$ cat src/dbsb_pkg.sv
`timescale 1ns / 1ps
`default_nettype none
// ----------------------------------------------------------------------------
// dbsb_pkg
// shared widths, operation codes and parameter defaults of the summing bus
// ----------------------------------------------------------------------------
package dbsb_pkg;

  localparam int SAMPLE_W = 24;
  localparam int GAIN_W   = 18;
  localparam int SUM_W    = 27;
  localparam int PROD_W   = SAMPLE_W + GAIN_W;
  localparam int LENREG_W = 9;

  localparam int DEF_SLOTS     = 8;
  localparam int DEF_CHANNELS  = 2;
  localparam int DEF_BLOCK_LEN = 256;

  localparam logic [LENREG_W-1:0] LEN_RESET = LENREG_W'(256);

  localparam logic [2:0] OP_ACQUIRE = 3'd0;
  localparam logic [2:0] OP_RELEASE = 3'd1;
  localparam logic [2:0] OP_WRITE   = 3'd2;
  localparam logic [2:0] OP_CLEAR   = 3'd3;
  localparam logic [2:0] OP_READ    = 3'd4;
  localparam logic [2:0] OP_ARRIVE  = 3'd5;

endpackage
`default_nettype wire

$ cat src/dbsb_scale.sv
`timescale 1ns / 1ps
`default_nettype none
// ----------------------------------------------------------------------------
// dbsb_scale
// gain multiply, registered, then round half up and saturate to 24 bits
// ----------------------------------------------------------------------------
module dbsb_scale (
  input  wire                                   clk,
  input  wire                                   load,
  input  wire signed [dbsb_pkg::SAMPLE_W-1:0]   sample_in,
  input  wire signed [dbsb_pkg::GAIN_W-1:0]     gain,
  output logic signed [dbsb_pkg::SAMPLE_W-1:0]  scaled
);
  import dbsb_pkg::*;

  localparam int SH_W = PROD_W + 1 - 16;

  logic signed [PROD_W-1:0] prod;
  logic signed [PROD_W:0]   rounded;
  logic signed [SH_W-1:0]   shifted;

  always_ff @(posedge clk) begin
    if (load) begin
      prod <= sample_in * gain;
    end
  end

  always_comb begin
    rounded = (PROD_W + 1)'(prod) + (PROD_W + 1)'(32768);
    shifted = SH_W'(rounded >>> 16);
    if (shifted > SH_W'(8388607)) begin
      scaled = SAMPLE_W'(8388607);
    end else if (shifted < -SH_W'(8388608)) begin
      scaled = SAMPLE_W'(-8388608);
    end else begin
      scaled = SAMPLE_W'(shifted);
    end
  end

endmodule
`default_nettype wire

$ cat config.mk
export PLATFORM = sky130hd
export DESIGN_NAME = dbsb_scale
export DESIGN_NICKNAME = d
export VERILOG_FILES = /design/src/dbsb_pkg.sv /design/src/dbsb_scale.sv
export SDC_FILE = /design/constraint.sdc
export NUM_CORES = 1
export LEC_CHECK = 0
export BUFFER_PORTS_ARGS = -buffer_cell sky130_fd_sc_hd__buf_2
export CELL_PAD_IN_SITES_DETAIL_PLACEMENT = 2
export CELL_PAD_IN_SITES_GLOBAL_PLACEMENT = 2
export CORE_ASPECT_RATIO = 0.8
export CORE_UTILIZATION = 45
export DETAILED_ROUTE_END_ITERATION = 8
export GPL_ROUTABILITY_DRIVEN = 0
export PLACE_DENSITY = 0.95
export SLEW_MARGIN = 20
export SYNTH_ARGS = -nofsm -noshare
export SYNTH_HDL_FRONTEND = slang
export SYNTH_SLANG_ARGS = --single-unit
$ cat constraint.sdc
create_clock -name clk -period 17.3 [get_ports clk]
set_clock_uncertainty 0.1 [all_clocks]
set_input_delay 0.865 -clock clk [delete_from_list [all_inputs] [get_ports clk]]
set_output_delay 0.865 -clock clk [all_outputs]
set_load 0.05 [all_outputs]
==> results.md <==
- Vias: about 13,000
- DR iter-0 viols: just over 900
- Register area: between 800 and 900 µm²
- Initial core utilization: a little under half
- DP HPWL: between 50,000 and 60,000 µm
- Synth Flop Type: edfxtp_1
- Fin. Hold Viols: 0
- CTS Root Cell: clkbuf_16
- Crit Path Max Fanout: 24
- Die Y: around 170 µm
- Maxcap violations: 0
- WL final: between 60,000 and 70,000 µm
- Synth area leader: fa_1
- Slew Viols, Final: 0
- Slowest-stage cell, CP: fa_1
- Syn_nets: between 2,000 and 2,500
- Routed length per instance: roughly 29 µm
- Largest net degree at the start of global routing: 28
- Initial antenna violation count: 5
- Setup TNS: 0 ns
- Crit. End Element: register
- Netlist Area Pre-Place: 0.0165 mm²
- RSZ-0062 raised after global routing: false
- Crit path time final: around 7.8 ns
- Total CTS buffers: 3
- Number of I/O pins: 68
- Slew headroom: between 40 and 50%
- Critical path arrival: between 7 and 8 ns
- CP max stage delay: between 1 and 1.5 ns
- Critical Setup Path Class: input port to register
- #FFs+latches synth: 27
- PortBufs: 67
- Nets@finish: between 2,000 and 2,500
- # DRC: 0
- Most numerous cell in the Yosys netlist: inv_1
- Crit start category: input port
- Number of iterations in the first detailed-routing pass: 5
- Cell variety after synth: 47
- Worst path required time: 17.23 ns
- CTS tree: done
- Worst path most repeated cell: fa_1
- DIE AREA: approximately 0.037 mm²
- Vias in the first global route: approximately 16,000
- Tot GR Track Use: between 30% and 40%
- Worst slew pin tran: ~0.85 ns
- Area taken by multi-input logic gates: 0.0135 mm²
- Htree depth: 1
- Max Root-Sink Buffers: 2
- Synth-to-Final Area Change: 4.40%
- Ys async rst share: 0%
- Status: finished, final reports clean
- Cell count after synthesis: 1,842
- Top-area cell type share of the netlist area: 51.4%
- Area contributors post-synth: fa_1 (51%), inv_1 (11%), ha_1 (7.7%)
- Avg Inst Size Synth: 8.96 µm²
- Syn. warnings: 0
- Fraction of layout cells with a size suffix above 1: 4.25%
- Global-route wire length before repair: 104,000 µm
- Diodes inserted: 0
- Die width: around 220 µm
- Period utilization: between 40 and 50%
- Post CTS Setup Buffer Count: 0
- Setup violations, final: 0
- Resize count post-CTS: 0
- Final antenna-violating net count: 0
- Grt total ovfl: 0
- Core ar.: around 0.036 mm²
- HP Class: input port to register
- Fillers: roughly 4,000
- Critical-path cell list: buf_2 -> nand2_1 -> inv_1 -> fa_1 -> fa_1 -> inv_1 -> fa_1 -> inv_1 -> fa_1 -> fa_1 -> fa_1 -> ha_1 -> a21o_1 -> a21oi_1 -> nor2_1 -> nor2_1 -> or4b_1 -> o211a_1
- EDFF count, synth: 27
- # clock sinks: 27
- DR vias/cell: ~5.7
- Row cnt: 62
- Synth top cells by count: inv_1 (496), fa_1 (424), nand2_1 (279)
- Clock Pin Slew Worst Setup and Hold Paths: 0.08 ns
- Post-synthesis sequential area ratio: about 4.9%
- Max FFs per register: 27
- Biggest regs: prod: 27 flops
- Register with the most flip-flops: prod
- Top achievable clock speed: roughly 0.13 GHz
- Hold buffers post-CTS: 0
==> cell families after synthesis <==
logic type / Yosys count / share of synthesized area (%)
and+or+nand+nor: 537 / 15.3
DFF: 27 / 4.91
buffers and inverters: 576 / 13.1
AOI/OAI and AO/OA: 121 / 4.60
muxes: 1 / 0.0607
xor gates and xnor gates: 55 / 2.92
adders and majority gates: 525 / 59.1
==> worst paths after layout <==
check	from	end	slack, ns	cells past startpoint
hold / removal	load	prod[22]	1.07	1
setup / recovery	gain[3]	prod[37]	9.54	18
==> cell usage in the layout (no fill, tap or decap), drive strengths merged, types with 26 or more instances in the layout <==
master,netlist,routed
a21oi,33,33
and2,144,144
buf,2,68
edfxtp,27,27
fa,424,424
ha,101,101
inv,496,496
nand2,279,279
nand3,26,26
nor2,49,49
o21ai,37,37
xnor2,34,34
==> stage by stage <==
step	area [µm²]	std cells	setup slack, ns	hold slack [ns]	util (%)
after floorplan	16500	1842	10.42	0.877	-
after global placement	17100	2311	10.04	1.29	47.6
after detailed placement	17100	2311	9.40	1.33	47.6
after CTS	17200	2315	9.67	1.07	47.9
after global routing	17200	2315	9.37	1.09	47.9
final	17200	2315	9.54	1.07	47.9
==> metal layers <==
layer / vias up / part of all wire [%] / GRT usage, %
met4: 6 / 3.9 / 12.9
li1: 5294 / - / -
met2: 602 / 48 / 63.1
met5: - / 0.068 / 0
met3: 186 / 7.3 / 7.19
met1: 7043 / 40 / 48.6
==> layout make-up <==
| class | count | area share [%] |
|---|---|---|
| Sequential cell | 27 | 4.71 |
| Inverter | 497 | 10.8 |
| Multi-Input combinational cell | 1239 | 78.5 |
| Timing Repair Buffer | 68 | 1.99 |
| Clock inverter | 1 | 0.0290 |
| Tap cell | 480 | 3.49 |
| Clock buffer | 3 | 0.436 |
==> worst max-delay path, delay by kind of cell <==
| kind | cells | cell delay, ns |
|---|---|---|
| buffers and inverters | 4 | 0.90 |
| adders and majority gates | 7 | 4.00 |
| AOI/OAI and AO/OA | 3 | 0.69 |
| and+or+nand+nor | 4 | 1.22 |
Power is not shown: default switching activity piles up to over one toggle a cycle in this logic, so the estimate is an artifact.
